### config.mk
export PLATFORM = sky130hd
export DESIGN_NAME = floppy_drive_controller_top
export DESIGN_NICKNAME = d
export VERILOG_FILES = /design/src/design/fdc_pkg.sv /design/src/design/fdc_step.sv /design/src/design/floppy_drive_controller_top.sv
export SDC_FILE = /design/constraint.sdc
export NUM_CORES = 1
export LEC_CHECK = 0
export ABC_AREA = 1
export BUFFER_PORTS_ARGS = -buffer_cell sky130_fd_sc_hd__clkbuf_2
export CAP_MARGIN = 30
export CELL_PAD_IN_SITES_DETAIL_PLACEMENT = 0
export CELL_PAD_IN_SITES_GLOBAL_PLACEMENT = 2
export CORE_ASPECT_RATIO = 1.5
export CORE_UTILIZATION = 37
export CTS_CLUSTER_SIZE = 16
export DETAILED_ROUTE_END_ITERATION = 8
export HOLD_SLACK_MARGIN = 0.05
export PLACE_DENSITY_LB_ADDON = 0.25
export SETUP_SLACK_MARGIN = 0.5
export SYNTH_ARGS = -nofsm -noshare
export SYNTH_HDL_FRONTEND = slang
export SYNTH_SLANG_ARGS = --single-unit
### constraint.sdc
create_clock -name aclk -period 6 [get_ports aclk]
set_input_delay 0.3 -clock aclk [delete_from_list [all_inputs] [get_ports aclk]]
set_output_delay 0.3 -clock aclk [all_outputs]
set_load 0.005 [all_outputs]
### src/design/fdc_pkg.sv
// ----------------------------------------------------------------------------
// fdc_pkg
// Shared types and constants for the floppy drive controller.
// ----------------------------------------------------------------------------
package fdc_pkg;

    // operations
    localparam logic [2:0] OP_POLL    = 3'd0;
    localparam logic [2:0] OP_SET_IRQ = 3'd1;
    localparam logic [2:0] OP_READ    = 3'd2;
    localparam logic [2:0] OP_WRITE   = 3'd3;
    localparam logic [2:0] OP_TICK    = 3'd4;

    // error codes
    localparam logic [2:0] ERR_NONE     = 3'd0;
    localparam logic [2:0] ERR_BUSY     = 3'd1;
    localparam logic [2:0] ERR_NO_MEDIA = 3'd2;
    localparam logic [2:0] ERR_PROTECT  = 3'd3;
    localparam logic [2:0] ERR_EJECT    = 3'd4;
    localparam logic [2:0] ERR_BAD_SECT = 3'd5;

    // drive states reported by poll
    localparam logic [1:0] DRV_NO_MEDIA = 2'd0;
    localparam logic [1:0] DRV_READY    = 2'd1;
    localparam logic [1:0] DRV_BUSY     = 2'd3;

    // busy kinds
    localparam logic [1:0] BUSY_IDLE  = 2'd0;
    localparam logic [1:0] BUSY_READ  = 2'd1;
    localparam logic [1:0] BUSY_WRITE = 2'd2;

    // DMA transfer kinds
    localparam logic [1:0] XFER_NONE       = 2'd0;
    localparam logic [1:0] XFER_DISK_TO_MEM = 2'd1;
    localparam logic [1:0] XFER_MEM_TO_BUF = 2'd2;
    localparam logic [1:0] XFER_BUF_TO_DISK = 2'd3;

    // configuration register indexes
    localparam logic [1:0] CFG_SEEK_STEP = 2'd0;
    localparam logic [1:0] CFG_SECTOR    = 2'd1;
    localparam logic [1:0] CFG_IDLE      = 2'd2;

    localparam logic [15:0] SEEK_STEP_RESET = 16'd2400;
    localparam logic [15:0] SECTOR_RESET    = 16'd33;
    localparam logic [15:0] IDLE_RESET      = 16'd50000;

    localparam logic [15:0] SECTOR_COUNT      = 16'd1440;
    localparam logic [4:0]  SECTORS_PER_TRACK = 5'd18;
    localparam logic [8:0]  HOME_TRACK        = 9'd400;
    // floor(x * 3641 / 2^16) == x / 18 for x below 1440
    localparam logic [11:0] TRACK_RECIP       = 12'd3641;

    typedef struct packed {
        logic [2:0]  operation;
        logic        media_present;
        logic [15:0] sector_number;
        logic [15:0] memory_address;
        logic [15:0] interrupt_word;
    } item_t;

    typedef struct packed {
        logic [1:0]  drive_state;
        logic [2:0]  error_code;
        logic        accepted;
        logic        irq_fire;
        logic [15:0] irq_message;
        logic [1:0]  transfer_kind;
        logic [10:0] transfer_sector;
        logic [15:0] transfer_address;
    } result_t;

    typedef struct packed {
        logic [15:0] seek_step_ticks;
        logic [15:0] sector_ticks;
        logic [15:0] idle_ticks;
    } cfg_t;

    typedef struct packed {
        logic [8:0]  head_track;
        logic [4:0]  rotation_sector;
        logic [10:0] target_sector;
        logic [6:0]  target_track;
        logic [4:0]  target_phase;     // (target_sector + 1) mod 18
        logic [15:0] host_address;
        logic [15:0] irq_word;
        logic [1:0]  busy_kind;
        logic [2:0]  last_error;
        logic [15:0] countdown;
    } fdc_state_t;

endpackage

### src/design/fdc_step.sv
// ----------------------------------------------------------------------------
// fdc_step
// Next-state and result logic for one command or tick.
// ----------------------------------------------------------------------------
module fdc_step (
    input  fdc_pkg::item_t      item,
    input  fdc_pkg::cfg_t       cfg,
    input  fdc_pkg::fdc_state_t st,
    output fdc_pkg::fdc_state_t st_next,
    output fdc_pkg::result_t    res
);
    import fdc_pkg::*;

    function automatic logic [4:0] rot_inc(input logic [4:0] r);
        rot_inc = (r == SECTORS_PER_TRACK - 5'd1) ? 5'd0 : r + 5'd1;
    endfunction

    // 1535 mod 18 = 5
    function automatic logic [4:0] rot_add5(input logic [4:0] r);
        rot_add5 = (r >= SECTORS_PER_TRACK - 5'd5) ? r - (SECTORS_PER_TRACK - 5'd5)
                                                   : r + 5'd5;
    endfunction

    logic [22:0] track_prod;
    logic [6:0]  req_track;
    logic [10:0] req_rem;
    logic [4:0]  req_phase;
    logic [2:0]  req_err;
    logic        req_ok;
    logic [15:0] cnt_dec;
    logic [4:0]  rot_step;
    logic        raise;

    always_comb begin
        track_prod = item.sector_number[10:0] * TRACK_RECIP;
        req_track  = track_prod[22:16];
        req_rem    = item.sector_number[10:0] - {req_track, 4'b0000}
                   - {3'b000, req_track, 1'b0};
        req_phase  = rot_inc(req_rem[4:0]);
        cnt_dec    = (st.countdown != 16'd0) ? st.countdown - 16'd1 : 16'd0;
        rot_step   = rot_inc(st.rotation_sector);

        req_ok  = 1'b0;
        req_err = st.last_error;
        if (st.busy_kind != BUSY_IDLE) begin
            req_err = ERR_BUSY;
        end else if (!item.media_present) begin
            req_err = ERR_NO_MEDIA;
        end else if (item.sector_number >= SECTOR_COUNT) begin
            req_err = ERR_BAD_SECT;
        end else begin
            req_ok = 1'b1;
        end

        st_next = st;
        res     = '0;
        raise   = 1'b0;

        case (item.operation) inside
            OP_POLL: begin
                if (!item.media_present) begin
                    res.drive_state = DRV_NO_MEDIA;
                end else if (st.busy_kind != BUSY_IDLE) begin
                    res.drive_state = DRV_BUSY;
                end else begin
                    res.drive_state = DRV_READY;
                end
                res.error_code     = st.last_error;
                raise              = (st.last_error != ERR_NONE);
                st_next.last_error = ERR_NONE;
            end
            OP_SET_IRQ: begin
                st_next.irq_word = item.interrupt_word;
            end
            OP_READ, OP_WRITE: begin
                st_next.last_error = req_err;
                res.error_code     = req_err;
                raise              = req_ok || (req_err != st.last_error);
                if (req_ok) begin
                    res.accepted          = 1'b1;
                    st_next.target_sector = item.sector_number[10:0];
                    st_next.target_track  = req_track;
                    st_next.target_phase  = req_phase;
                    st_next.host_address  = item.memory_address;
                    if (item.operation == OP_WRITE) begin
                        st_next.busy_kind    = BUSY_WRITE;
                        res.transfer_kind    = XFER_MEM_TO_BUF;
                        res.transfer_sector  = item.sector_number[10:0];
                        res.transfer_address = item.memory_address;
                    end else begin
                        st_next.busy_kind = BUSY_READ;
                    end
                end
            end
            OP_TICK: begin
                st_next.countdown = cnt_dec;
                if (cnt_dec == 16'd0) begin
                    if (st.busy_kind == BUSY_IDLE) begin
                        st_next.rotation_sector = rot_add5(st.rotation_sector);
                        st_next.countdown       = cfg.idle_ticks;
                    end else if (!item.media_present) begin
                        // media pulled mid-operation; countdown stays at zero
                        st_next.last_error = ERR_EJECT;
                        st_next.busy_kind  = BUSY_IDLE;
                        raise              = 1'b1;
                    end else if ({2'b00, st.target_track} != st.head_track) begin
                        // 73 mod 18 = 1, same rotation advance as a sector step
                        st_next.head_track = ({2'b00, st.target_track} < st.head_track)
                                           ? st.head_track - 9'd1 : st.head_track + 9'd1;
                        st_next.rotation_sector = rot_step;
                        st_next.countdown       = cfg.seek_step_ticks;
                    end else begin
                        st_next.rotation_sector = rot_step;
                        st_next.countdown       = cfg.sector_ticks;
                        if (st.target_phase == rot_step) begin
                            res.transfer_kind    = (st.busy_kind == BUSY_READ)
                                                 ? XFER_DISK_TO_MEM : XFER_BUF_TO_DISK;
                            res.transfer_sector  = st.target_sector;
                            res.transfer_address = st.host_address;
                            st_next.busy_kind    = BUSY_IDLE;
                            raise                = 1'b1;
                        end
                    end
                end
            end
            default: begin
            end
        endcase

        res.irq_fire    = raise && (st.irq_word != 16'd0);
        res.irq_message = res.irq_fire ? st.irq_word : 16'd0;
    end

endmodule

### src/design/floppy_drive_controller_top.sv
// ----------------------------------------------------------------------------
// floppy_drive_controller_top
// Floppy controller with seek and rotation model, stream in, stream out.
// ----------------------------------------------------------------------------
// Throughput: one item per cycle while m_tready is high; input register feeds
//   fdc_step, result register. Each item waits in the input register; its result
//   is on m_ from the result register until m_tready; backpressure stalls both registers.
// Reset: synchronous, active-low aresetn clears valids, drive state and the
//   timing registers (2400/33/50000); head parks at track 400.
module floppy_drive_controller_top (
    input  logic        aclk,
    input  logic        aresetn,
    input  logic        cfg_wr_en,
    input  logic [1:0]  cfg_index,
    input  logic [15:0] cfg_wdata,
    input  logic        s_tvalid,
    output logic        s_tready,
    // tdata: media_present, sector_number, memory_address, interrupt_word
    input  logic [55:0] s_tdata,
    // tuser: operation
    input  logic [2:0]  s_tuser,
    output logic        m_tvalid,
    input  logic        m_tready,
    // tdata: drive_state, error_code, accepted, irq_fire, irq_message,
    //        transfer_sector, transfer_address
    output logic [55:0] m_tdata,
    // tuser: transfer_kind
    output logic [1:0]  m_tuser
);
    import fdc_pkg::*;

    cfg_t       cfg_reg;
    fdc_state_t st_reg;
    fdc_state_t st_next;
    item_t      in_item_reg;
    logic       in_valid_reg;
    result_t    res_next;
    result_t    out_reg;
    logic       out_valid_reg;
    logic       advance;

    assign advance  = in_valid_reg && (!out_valid_reg || m_tready);
    assign s_tready = !in_valid_reg || advance;

    always_ff @(posedge aclk) begin
        if (!aresetn) begin
            cfg_reg.seek_step_ticks <= SEEK_STEP_RESET;
            cfg_reg.sector_ticks    <= SECTOR_RESET;
            cfg_reg.idle_ticks      <= IDLE_RESET;
        end else if (cfg_wr_en) begin
            unique case (cfg_index)
                CFG_SEEK_STEP: cfg_reg.seek_step_ticks <= cfg_wdata;
                CFG_SECTOR:    cfg_reg.sector_ticks    <= cfg_wdata;
                CFG_IDLE:      cfg_reg.idle_ticks      <= cfg_wdata;
                default: begin
                end
            endcase
        end
    end

    always_ff @(posedge aclk) begin
        if (!aresetn) begin
            in_valid_reg <= 1'b0;
        end else if (s_tvalid && s_tready) begin
            in_valid_reg <= 1'b1;
        end else if (advance) begin
            in_valid_reg <= 1'b0;
        end
    end

    always_ff @(posedge aclk) begin
        if (s_tvalid && s_tready) begin
            in_item_reg.operation      <= s_tuser;
            in_item_reg.media_present  <= s_tdata[0];
            in_item_reg.sector_number  <= s_tdata[16:1];
            in_item_reg.memory_address <= s_tdata[32:17];
            in_item_reg.interrupt_word <= s_tdata[48:33];
        end
    end

    fdc_step u_step (
        .item    (in_item_reg),
        .cfg     (cfg_reg),
        .st      (st_reg),
        .st_next (st_next),
        .res     (res_next)
    );

    // host_address has no reset value
    always_ff @(posedge aclk) begin
        if (!aresetn) begin
            st_reg.head_track      <= HOME_TRACK;
            st_reg.rotation_sector <= 5'd0;
            st_reg.target_sector   <= 11'd0;
            st_reg.target_track    <= 7'd0;
            st_reg.target_phase    <= 5'd1;
            st_reg.irq_word        <= 16'd0;
            st_reg.busy_kind       <= BUSY_IDLE;
            st_reg.last_error      <= ERR_NONE;
            st_reg.countdown       <= 16'd0;
        end else if (advance) begin
            st_reg <= st_next;
        end
    end

    always_ff @(posedge aclk) begin
        if (!aresetn) begin
            out_valid_reg <= 1'b0;
        end else if (advance) begin
            out_valid_reg <= 1'b1;
        end else if (m_tready) begin
            out_valid_reg <= 1'b0;
        end
    end

    always_ff @(posedge aclk) begin
        if (advance) begin
            out_reg <= res_next;
        end
    end

    assign m_tvalid = out_valid_reg;
    assign m_tuser  = out_reg.transfer_kind;
    assign m_tdata  = {6'b000000, out_reg.transfer_address, out_reg.transfer_sector,
                       out_reg.irq_message, out_reg.irq_fire, out_reg.accepted,
                       out_reg.error_code, out_reg.drive_state};

`ifndef SYNTHESIS
    a_rotation_range: assert property (@(posedge aclk) disable iff (!aresetn)
        st_reg.rotation_sector < SECTORS_PER_TRACK)
        else $error("rotation sector out of range");

    a_head_one_step: assert property (@(posedge aclk) disable iff (!aresetn)
        $past(aresetn) |-> (st_reg.head_track == $past(st_reg.head_track))
                        || (st_reg.head_track == $past(st_reg.head_track) + 9'd1)
                        || (st_reg.head_track == $past(st_reg.head_track) - 9'd1))
        else $error("head moved more than one track");

    a_busy_target_valid: assert property (@(posedge aclk) disable iff (!aresetn)
        (st_reg.busy_kind != BUSY_IDLE) |-> ({5'd0, st_reg.target_sector} < SECTOR_COUNT))
        else $error("busy with out-of-range target sector");

    a_result_from_item: assert property (@(posedge aclk) disable iff (!aresetn)
        $rose(m_tvalid) |-> $past(in_valid_reg))
        else $error("result produced without an input item");
`endif

endmodule
==> results of run 1 <==
==> power breakdown <==
part | switching, mW | total [mW] | internal, mW | leakage, nW
Clock | 0.702 | 1.69 | 0.985 | 0.446
Combinational | 1.13 | 1.95 | 0.815 | 4.63
Sequential | 0.0275 | 1.84 | 1.81 | 2.13
Total | 1.86 | 5.47 | 3.61 | 7.21
==> layer usage <==
metal	up-vias	global-route usage	part of all wire	wire length, um
met5	-	0	0	0
met3	70	0.0260	0.030	1060
li1	5319	-	-	-
met4	0	0.0806	0.035	1220
met2	164	0.389	0.55	19100
met1	4833	0.206	0.39	13600
==> worst max-delay path: cells and delay by family, from the launching register on <==
kind,cells,cell delay (ns)
AO/OA/AOI/OAI,2,0.26
AND/OR/NAND/NOR,13,1.07
adder cells (fa/ha/maj),8,3.02
buffers and inverters,7,0.45
flip-flops,1,0.44
XOR/XNOR,1,0.15
==> metrics by stage <==
stage / util / total power, mW
floorplan: - / 3.02
global placement: 0.408 / 3.45
detailed placement: 0.410 / 3.45
CTS: 0.461 / 5.40
global route: 0.464 / 5.86
finish: 0.464 / 5.47
==> repair_timing <==
item	4_1_cts	5_1_grt
hold buffers	70	0
setup endpoints to repair	5	5
hold endpoints to repair	92	0
pin swaps	24	13
setup buffers	10	2
resized for setup	19	20
==> path summary, 6_finish.rpt <==
path	end	slack, ns	cells past startpoint
max reg2reg	st_reg[57]	0.53	31
min	cfg_reg[43]	0.26	5
max	st_reg[57]	0.53	31
min reg2reg	st_reg[40]	0.44	0
==> logic make-up after synthesis <==
family / synth area share
AOI/OAI and AO/OA: 0.118
xor gates and xnor gates: 0.0160
adders and majority gates: 0.140
buffers and inverters: 0.0834
DFF: 0.462
other: 0.000285
and+or+nand+nor: 0.180
==> cell type report <==
cell class	count	area, um^2	area share
Clock buffer	36	802	0.0493
Clock inverter	10	113	0.00692
Timing Repair Buffer	234	1640	0.101
Inverter	223	838	0.0515
Sequential cell	244	6090	0.374
Tap cell	473	592	0.0364
Multi-Input combinational cell	962	6200	0.381
==> cells in the final DEF, fill, tap and decap left out, types with 5 or more instances in the layout <==
| cell | n |
|---|---|
| nor3_1 | 7 |
| nand2_2 | 20 |
| clkbuf_8 | 5 |
| nand4_1 | 17 |
| nand3_1 | 65 |
| o21bai_1 | 9 |
| edfxtp_1 | 120 |
| inv_1 | 202 |
| o211ai_1 | 25 |
| fa_1 | 32 |
| nand3_2 | 9 |
| buf_4 | 33 |
| dlygate4sd3_1 | 70 |
| dfxtp_1 | 124 |
| nor4_1 | 5 |
| nor2_2 | 5 |
| clkinv_2 | 5 |
| inv_2 | 14 |
| xnor2_1 | 8 |
| nand2_1 | 228 |
| nor2_1 | 137 |
| ha_4 | 7 |
| o22ai_1 | 26 |
| clkbuf_2 | 127 |
| o21ai_0 | 107 |
| xor2_1 | 15 |
| conb_1 | 6 |
| a21oi_1 | 91 |
| ha_1 | 86 |
| o21ai_1 | 6 |
| clkbuf_16 | 29 |
| nor2_4 | 12 |
| clkinv_1 | 6 |
==> summary.md, run 1 <==
| Metric | Value |
|---|---|
| Status | `complete, no violations` |
| Clk slew on worst S/H paths | `about 0.070 ns` |
| Classification of the worst setup path | `flip-flop to flip-flop` |
| Setup ws final | `0.533 ns` |
| Vias in the first global route | `between 10000 and 15000` |
| I/O Buffers | `between 100 and 150` |
| Pre-CTS setup slack | `0.0839 ns` |
| Overall routing resource usage | `0.197` |
| Share of cells above drive strength 1 | `0.174` |
| Vias per cell | `roughly 4.8` |
| TritonCTS clock tree | `done` |
| Initial DRC Count | `384` |
| Largest net degree at the start of global routing | `slightly above 70` |
| Post-route ant nets | `0` |
| Die Wd | `~160 um` |
| Worst min-delay path startpoint | `cfg_index[0]` |
| Rows | `84` |
| CP peak stage delay | `0.49 ns` |
| Startpoint types | `flip-flop` |
| Unrepaired setup endpoints after global routing | `true` |
| Design area | `16300 um^2` |
| I/O pin count | `142` |
| Synth area leaders | `edfxtp_1 (27%), dfxtp_1 (19%), ha_1 (9.0%), nand2_1 (6.7%), inv_1 (6.0%)` |
| Core area | `35100 um^2` |
| Die area | `36400 um^2` |
| Post-synth top area cell | `edfxtp_1` |
| Num CTS Buffers | `26` |
| Critical R2R Launch | `in_item_reg[41]` |
| Clock sink total | `244` |
| CP Launch Point | `in_item_reg[41]` |
| Synth Instances | `~1500` |
| Setup TNS | `0 ns` |
| Wirelength per Cell | `between 15 and 20 um` |
| Global-route wire length before repair | `55500 um` |
| Unique masters post-synth | `47` |
| Cells after DPL | `roughly 2100` |
| Static Leak | `7.21 nW` |
| Initial antenna violation count | `0` |
| Async S/R FF share, synth | `0` |
| Pins Over Slew Limit | `0` |
| RePlAce Congestion | `approximately 0.9` |
| Most used DFF post-synth | `dfxtp_1` |
| Max Cap Viol | `0` |
| Post-synth top area share | `0.274` |
| Setup-failing EPs final | `0` |
| CTS H-tree depth | `1` |
| Drt first pass iters | `5` |
| Top-count cell post-synth | `nand2_1` |
| Hold slack | `approximately 0.26 ns` |
| Mapped Area | `13200 um^2` |
| Hold/Removal Path Class | `input port to flip-flop` |
| Vias | `approximately 10000` |
| Fill count | `3474` |
| CP max stage cell | `fa_1` |
| Crit. End Element | `flip-flop` |
| CTS max path bufs | `3` |
| Max FO, Critical Path | `3` |
| Crit path time final | `5.47 ns` |
| VDD IR max | `0.228 mV` |
| CP Data Arrival Time | `~6.0 ns` |
| Power Dens Cells | `336 nW/um^2` |
| Clock skew | `~0.023 ns` |
| Final-stage net count | `1901` |
| Hold Vio Cnt, Final | `0` |
| Required @ worst endpoint | `6.49 ns` |
| Worst Tran Pin Value | `0.776 ns` |
| Sequential area share after synthesis | `0.462` |
| DP HPWL | `25500 um` |
| Starting Density | `0.375` |
| Synthesis-to-layout area growth | `23.5%` |
| Seq cells post-synth | `244` |
| Max-slew headroom | `0.481` |
| CTS Root Buffer Type | `clkbuf_16` |
| Max reg flops | `90` |
| Antenna cell count | `0` |
| Cell Area, Placed | `14400 um^2` |
| Residual overflow from global routing | `0` |
| Synth Area per Inst | `8.93 um^2` |
| Drt total wl | `around 35000 um` |
| Clk_lat worst skew | `0.56 ns` |
| EDFF count, synth | `between 100 and 150` |
| # DRC | `0` |
| Die height | `233 um` |
| Crit path top cell by count | `nand2_2` |
| Synth top cells by count | `nand2_1 (236), inv_1 (210), nor2_1 (138)` |
| Ys Warns | `0` |
| Max Freq | `183 MHz` |
| Finished Layout Cells | `2182` |
| Fin crit share | `0.911` |
No activity file was read; power rests on OpenSTA's default activity.
==> inputs of run 2 (changes only) <==
- CORE_ASPECT_RATIO: 1.5 -> 0.7
==> run 2 against run 1 <==
Net effect: final area about the same; clock power fell by 5%; combinational power rose by 5%; wire length decreased by 0.29%; clock skew is 0.0058 ns lower; flip-flop and latch count is the same; power increased by 0.55%; sequential share of layout area barely moved; hold slack improved by 0.020 ns; register-to-register slack worse by 0.03 ns; critical path type unchanged; largest cell class unchanged; largest power group unchanged.
==> summary.md, run 2 (synthesis results as in run 1) <==
| Metric | Value |
|---|---|
| Status | `complete, no violations` |
| Multi-input logic area | `6250 um^2 (+0.89%)` |
| Fin crit share | `0.917 (+0.00577)` |
| Clk slew on worst S/H paths | `0.06 ns (about the same)` |
| Classification of the worst setup path | `flip-flop to flip-flop` |
| Crit. End Element | `flip-flop` |
| Antenna cell count | `0 (unchanged)` |
| R2r setup slk | `0.50 ns (-0.03 ns)` |
| Largest net degree at the start of global routing | `58 (-18%)` |
| Pins Over Slew Limit | `0 (unchanged)` |
| Max reg flops | `90 (unchanged)` |
| Starting Density | `0.378 (+0.00246)` |
| Initial antenna violation count | `0 (unchanged)` |
| Crit path top cell by count | `nand2_2` |
| Startpoint types | `flip-flop` |
| Max Freq | `182 MHz (-0.63%)` |
| Unrepaired setup endpoints after global routing | `true` |
| Most frequent cells in the layout | `nand2_1 (227), inv_1 (201), nor2_1 (136), clkbuf_2 (127), dfxtp_1 (124)` |
| VDD IR max | `0.229 mV (about the same)` |
| Vias | `10300 (-0.44%)` |
| CTS max path bufs | `3 (unchanged)` |
| # DRC | `0 (unchanged)` |
| Clk_lat worst skew | `0.55 ns (about the same)` |
| Residual overflow from global routing | `0 (unchanged)` |
| Hold/Removal Path Class | `input port to flip-flop` |
| Post-route ant nets | `0 (unchanged)` |
| Die Wd | `228 um (+46%)` |
| Drt total wl | `34900 um (-0.29%)` |
| I/O pin count | `142 (unchanged)` |
| Overall routing resource usage | `0.193 (-0.00395)` |
| Setup ws final | `0.498 ns (-0.0346 ns)` |
| Fill count | `3390 (-2.4%)` |
| Num CTS Buffers | `26 (unchanged)` |
| Pwr Total | `5.50 mW (+0.55%)` |
| Wirelength per Cell | `16.0 um (-0.48%)` |
| Crit path time final | `5.50 ns (+0.0346 ns)` |
| Max FO, Critical Path | `5 (+2)` |
| Global-route wire length before repair | `55500 um (about the same)` |
| Max Cap Viol | `0 (unchanged)` |
| Rows | `57 (-32%)` |
| Final-stage net count | `1904 (+0.16%)` |
| CP delay by family, top | `adder cells` |
| Commonest non-fill, non-tap cell in the layout | `nand2_1` |
| Drt first pass iters | `5 (unchanged)` |
| CP Data Arrival Time | `5.92 ns (-0.04 ns)` |
| Cells after DPL | `2056 (+0.097%)` |
| Die height | `160 um (-31%)` |
| Setup-failing EPs final | `0 (unchanged)` |
| Clock sink total | `244 (unchanged)` |
| Buf/Inv on CP | `3 (-4)` |
| Power Dens Cells | `338 nW/um^2 (+0.48%)` |
| CTS H-tree depth | `1 (unchanged)` |
| Static Leak | `7.20 nW (-0.15%)` |
| Pre-CTS setup slack | `0.107 ns (+0.0232 ns)` |
| Die area | `36400 um^2 (about the same)` |
| Hold Vio Cnt, Final | `0 (unchanged)` |
| Vias in the first global route | `9902 (-7.1%)` |
| Initial DRC Count | `516 (+34%)` |
| CP max stage cell | `fa_1` |
| Worst Tran Pin Value | `0.945 ns (+0.169 ns)` |
| Core area | `34900 um^2 (-0.65%)` |
| TritonCTS clock tree | `done` |
| Finished Layout Cells | `2186 (+0.18%)` |
| Vias per cell | `4.73 (-0.63%)` |
| Required @ worst endpoint | `6.42 ns (-0.07 ns)` |
| Storage cell area | `6090 um^2 (unchanged)` |
| CTS Root Buffer Type | `clkbuf_16` |
| Setup TNS | `0 ns (unchanged)` |
| DP HPWL | `24800 um (-3.0%)` |
| Clock skew | `0.0171 ns (-0.00581 ns)` |
| RePlAce Congestion | `0.851 (-5.7%)` |
| I/O Buffers | `128 (unchanged)` |
| Synthesis-to-layout area growth | `23.6% (about the same)` |
| Share of cells above drive strength 1 | `0.177 (+0.00299)` |
| CP peak stage delay | `0.56 ns (+0.07 ns)` |
| Max-slew headroom | `0.368 (-0.113)` |
run 2: path summary, 6_finish.rpt:
path,start,end,depth (start not counted)
setup / recovery,in_item_reg[39],st_reg[57],27
hold / removal,cfg_index[0],cfg_reg[37],5
setup reg to reg,in_item_reg[39],st_reg[57],27
hold reg to reg,in_item_reg[24],st_reg[45],0
run 2: what timing repair did:
action                                 CTS  global route
hold buffers                            70             0
endpoints found under the hold margin   92             0
pin swaps                               28             8
setup endpoints to repair                5             5
buffers inserted                        11             1
resized for setup                       31            18
run 2: per-stage QoR:
step	cell area [um^2]	util	hold WS, ns
after floorplan	13200	-	0.399
after global placement	14400	0.412	0.430
after detailed placement	14400	0.413	0.434
after CTS	16200	0.465	0.262
after global routing	16300	0.467	0.296
final	16300	0.467	0.284
run 2: cell type report:
type | count | share of cell area
clock buffer | 33 | 0.0440
clock inverter | 15 | 0.00838
inverter | 223 | 0.0515
multi-input combinational | 962 | 0.384
sequential | 244 | 0.374
tap | 472 | 0.0363
timing repair buffer | 237 | 0.102
run 2: worst reg2reg max path, delay by kind of cell (launching register included):
family,cells,cell delay [ns]
xor+xnor,1,0.17
flops,1,0.50
buf+inv,3,0.21
compound gates,3,0.50
fa+ha+maj,8,3.09
simple gates,12,0.90
run 2: per-layer routing:
layer	share of wire	GRT usage	vias to the layer above
li1	-	-	5318
met1	0.55	0.312	4804
met2	0.40	0.273	179
met3	0.039	0.0256	39
met4	0.014	0.0317	0
met5	0	0	-
run 2: power breakdown:
| group | internal, mW | switching (mW) | total [mW] |
|---|---|---|---|
| sequential | 1.81 | 0.0273 | 1.84 |
| clock | 0.932 | 0.680 | 1.61 |
| combinational | 0.859 | 1.19 | 2.05 |
| total | 3.60 | 1.90 | 5.50 |
==> inputs of run 3 (changes only) <==
- clock period: 6 -> 5.3 ns (I/O delays scaled with it)
==> run 3 against run 2 <==
Net effect: the flow now finishes with violations (setup timing); clock power up 14%; cell count increased by 2.0%; register-to-register slack worse by 0.76 ns; global-route usage is 0.59 points higher; worst setup slack got worse by 0.76 ns; flip-flop and latch count did not move; critical path depth up 2; sequential share of layout area down 0.89 points; sequential power increased by 13%; combinational power grew 31%; critical path type unchanged; hold slack got worse by 0.021 ns.
==> summary.md, run 3 (synthesis results as in run 1) <==
| Metric | Value |
|---|---|
| Hold/Removal Path Class | `input port to flip-flop` |
| Worst min-delay path startpoint | `cfg_index[0]` |
| Multi-input logic area | `6320 um^2 (+1.0%)` |
| GR peak layer | `met1` |
| Max-slew headroom | `0.331 (-0.0368)` |
| Crit. End Element | `flip-flop` |
| Die Wd | `228 um (unchanged)` |
| Drt first pass iters | `7 (+2)` |
| Initial DRC Count | `773 (+50%)` |
| # DRC | `0 (unchanged)` |
| Starting Density | `0.378 (unchanged)` |
| Pins Over Slew Limit | `0 (unchanged)` |
| Synthesis-to-layout area growth | `26.6%` |
| Clock skew | `0.0121 ns (-0.00504 ns)` |
| Vias per cell | `4.72 (-0.28%)` |
| Die height | `160 um (unchanged)` |
| Required @ worst endpoint | `5.72 ns (-0.70 ns)` |
| CTS H-tree depth | `1 (unchanged)` |
| Residual overflow from global routing | `0 (unchanged)` |
| Hold slack | `0.263 ns (-0.0209 ns)` |
| CP peak stage delay | `0.55 ns (about the same)` |
| Commonest non-fill, non-tap cell in the layout | `nand2_1` |
| Crit path time final | `5.56 ns (+0.0585 ns)` |
| P_sw | `2.27 mW (+19%)` |
| I/O pin count | `142 (unchanged)` |
| Most frequent cells in the layout | `nand2_1 (223), inv_1 (198), nor2_1 (135), clkbuf_2 (127), dfxtp_1 (124)` |
| Die area | `36400 um^2 (unchanged)` |
| Startpoint types | `flip-flop` |
| Max FO, Critical Path | `3 (-2)` |
| Seq pwr share | `0.316 (-0.018)` |
| Global-route wire length before repair | `56900 um (+2.6%)` |
| Fin crit share | `1.05 (+0.132)` |
| DP HPWL | `25100 um (+1.2%)` |
| Clk slew on worst S/H paths | `0.06 ns (about the same)` |
| Drt total wl | `35600 um (+1.8%)` |
| Pint | `4.32 mW (+20%)` |
| Final Core Density | `0.478 (+0.0113)` |
| Overall routing resource usage | `0.199 (+0.00589)` |
| Post-route ant nets | `0 (unchanged)` |
| Max Cap Viol | `0 (unchanged)` |
| Met1 Usage GRT | `0.323 (+0.0107)` |
| RePlAce Congestion | `0.814 (-4.3%)` |
| Clock sink total | `244 (unchanged)` |
| Failing checks | `setup timing` |
| Clk pwr share | `0.277 (-0.016)` |
| Max reg flops | `90 (unchanged)` |
| Worst Tran Pin Value | `1.00 ns (+0.0555 ns)` |
| Setup ws final | `-0.260 ns (-0.759 ns)` |
| CP Data Arrival Time | `5.98 ns (+0.06 ns)` |
| Power Dens Cells | `395 nW/um^2 (+17%)` |
| Static Leak | `7.41 nW (+2.9%)` |
| Setup-failing EPs final | `5 (+5)` |
| CTS max path bufs | `3 (unchanged)` |
| Met3 Use GR | `0.0280 (+0.00239)` |
| Classification of the worst setup path | `flip-flop to flip-flop` |
| Critical R2R Launch | `in_item_reg[34]` |
| Share of cells above drive strength 1 | `0.206 (+0.0293)` |
| Core area | `34900 um^2 (unchanged)` |
| Cells after DPL | `2101 (+2.2%)` |
| Status | `complete, but fails checks` |
| Vias in the first global route | `10300 (+3.9%)` |
| Finished Layout Cells | `2230 (+2.0%)` |
| Wirelength per Cell | `15.9 um (-0.19%)` |
| Pre-CTS setup slack | `-0.284 ns (-0.392 ns)` |
| Unrepaired setup endpoints after global routing | `true` |
| Hold Vio Cnt, Final | `0 (unchanged)` |
| Num CTS Buffers | `26 (unchanged)` |
| M2 GR Usage | `0.278 (+0.00457)` |
| Largest net degree at the start of global routing | `58 (unchanged)` |
| VDD IR max | `0.383 mV (+67%)` |
| Clk_lat worst skew | `0.54 ns (about the same)` |
| CTS Root Buffer Type | `clkbuf_16` |
| Initial antenna violation count | `0 (unchanged)` |
| Vias | `10500 (+1.7%)` |
| Final-stage net count | `1947 (+2.3%)` |
| CP Launch Point | `in_item_reg[34]` |
| Switching share of power | `0.344 (-0.00134)` |
| TritonCTS clock tree | `done` |
| Max Freq | `180 MHz (-1.1%)` |
| Crit path top cell by count | `inv_2` |
| Fill count | `3324 (-1.9%)` |
| Storage cell area | `6090 um^2 (unchanged)` |
| Rows | `57 (unchanged)` |
| CP max stage cell | `fa_1` |
| Combinational power share | `0.407 (+0.034)` |
| I/O Buffers | `128 (unchanged)` |
-- run 3: cell types whose count changed in the layout (fill, tap and decap cells not counted), moves of 3 or more --
cell	previous run	this run
a21oi_2	1	4
inv_2	15	18
inv_1	201	198
a21oi_1	91	88
buf_4	36	78
nand2_2	19	23
nand2_1	227	223
-- run 3: power by group through the flow --
stage / Combinational, mW / Sequential, mW / Clock, mW
2_1_floorplan: 1.39 / 2.12 / 0
3_3_place_gp: 2.18 / 2.12 / 0
3_5_place_dp: 2.19 / 2.12 / 0
4_1_cts: 2.41 / 2.08 / 1.88
5_1_grt: 3.02 / 2.09 / 1.95
6_report: 2.68 / 2.08 / 1.83
-- run 3: repair_timing --
action | 4_1_cts | 5_1_grt
setup endpoints to repair | 8 | 8
endpoints found under the hold margin | 100 | 0
hold buffers | 70 | 0
pin swaps | 10 | 25
setup buffers | 6 | 4
resized for setup | 20 | 36
-- run 3: final cells by class --
cell class	count	area share
Antenna cell	1	0.000150
Clock buffer	35	0.0434
Clock inverter	13	0.00780
Inverter	223	0.0503
Multi-Input combinational cell	962	0.379
Sequential cell	244	0.365
Tap cell	472	0.0354
Timing Repair Buffer	280	0.119
-- run 3: metal layers --
layer | vias up | share of wire | wire length, um
met5 | - | 0 | 0
met4 | 0 | 0.015 | 532
met3 | 35 | 0.044 | 1550
met2 | 214 | 0.39 | 14000
met1 | 4851 | 0.55 | 19500
li1 | 5419 | - | -
-- run 3: path summary, 6_finish.rpt --
| check | slack, ns | end | cells past startpoint |
|---|---|---|---|
| max | -0.26 | st_reg[57] | 29 |
| min | 0.26 | cfg_reg[38] | 5 |
| max reg2reg | -0.26 | st_reg[57] | 29 |
| min reg2reg | 0.45 | st_reg[43] | 0 |
-- run 3: critical path: cells and delay by family, from the launching register on --
kind | cells | cell delay (ns)
adder cells (fa/ha/maj) | 8 | 3.23
AND/OR/NAND/NOR | 13 | 1.09
flip-flops | 1 | 0.43
AO/OA/AOI/OAI | 2 | 0.27
buffers and inverters | 5 | 0.26
XOR/XNOR | 1 | 0.16
-- run 3: stage by stage --
stage	TNS, ns	area, um^2	total power [mW]
3_5_place_dp	-1.13	14800	4.31
5_1_grt	-2.54	16700	7.05
6_report	-1.03	16700	6.59
3_3_place_gp	-0.764	14800	4.30
2_1_floorplan	0	13300	3.51
4_1_cts	-0.518	16500	6.37
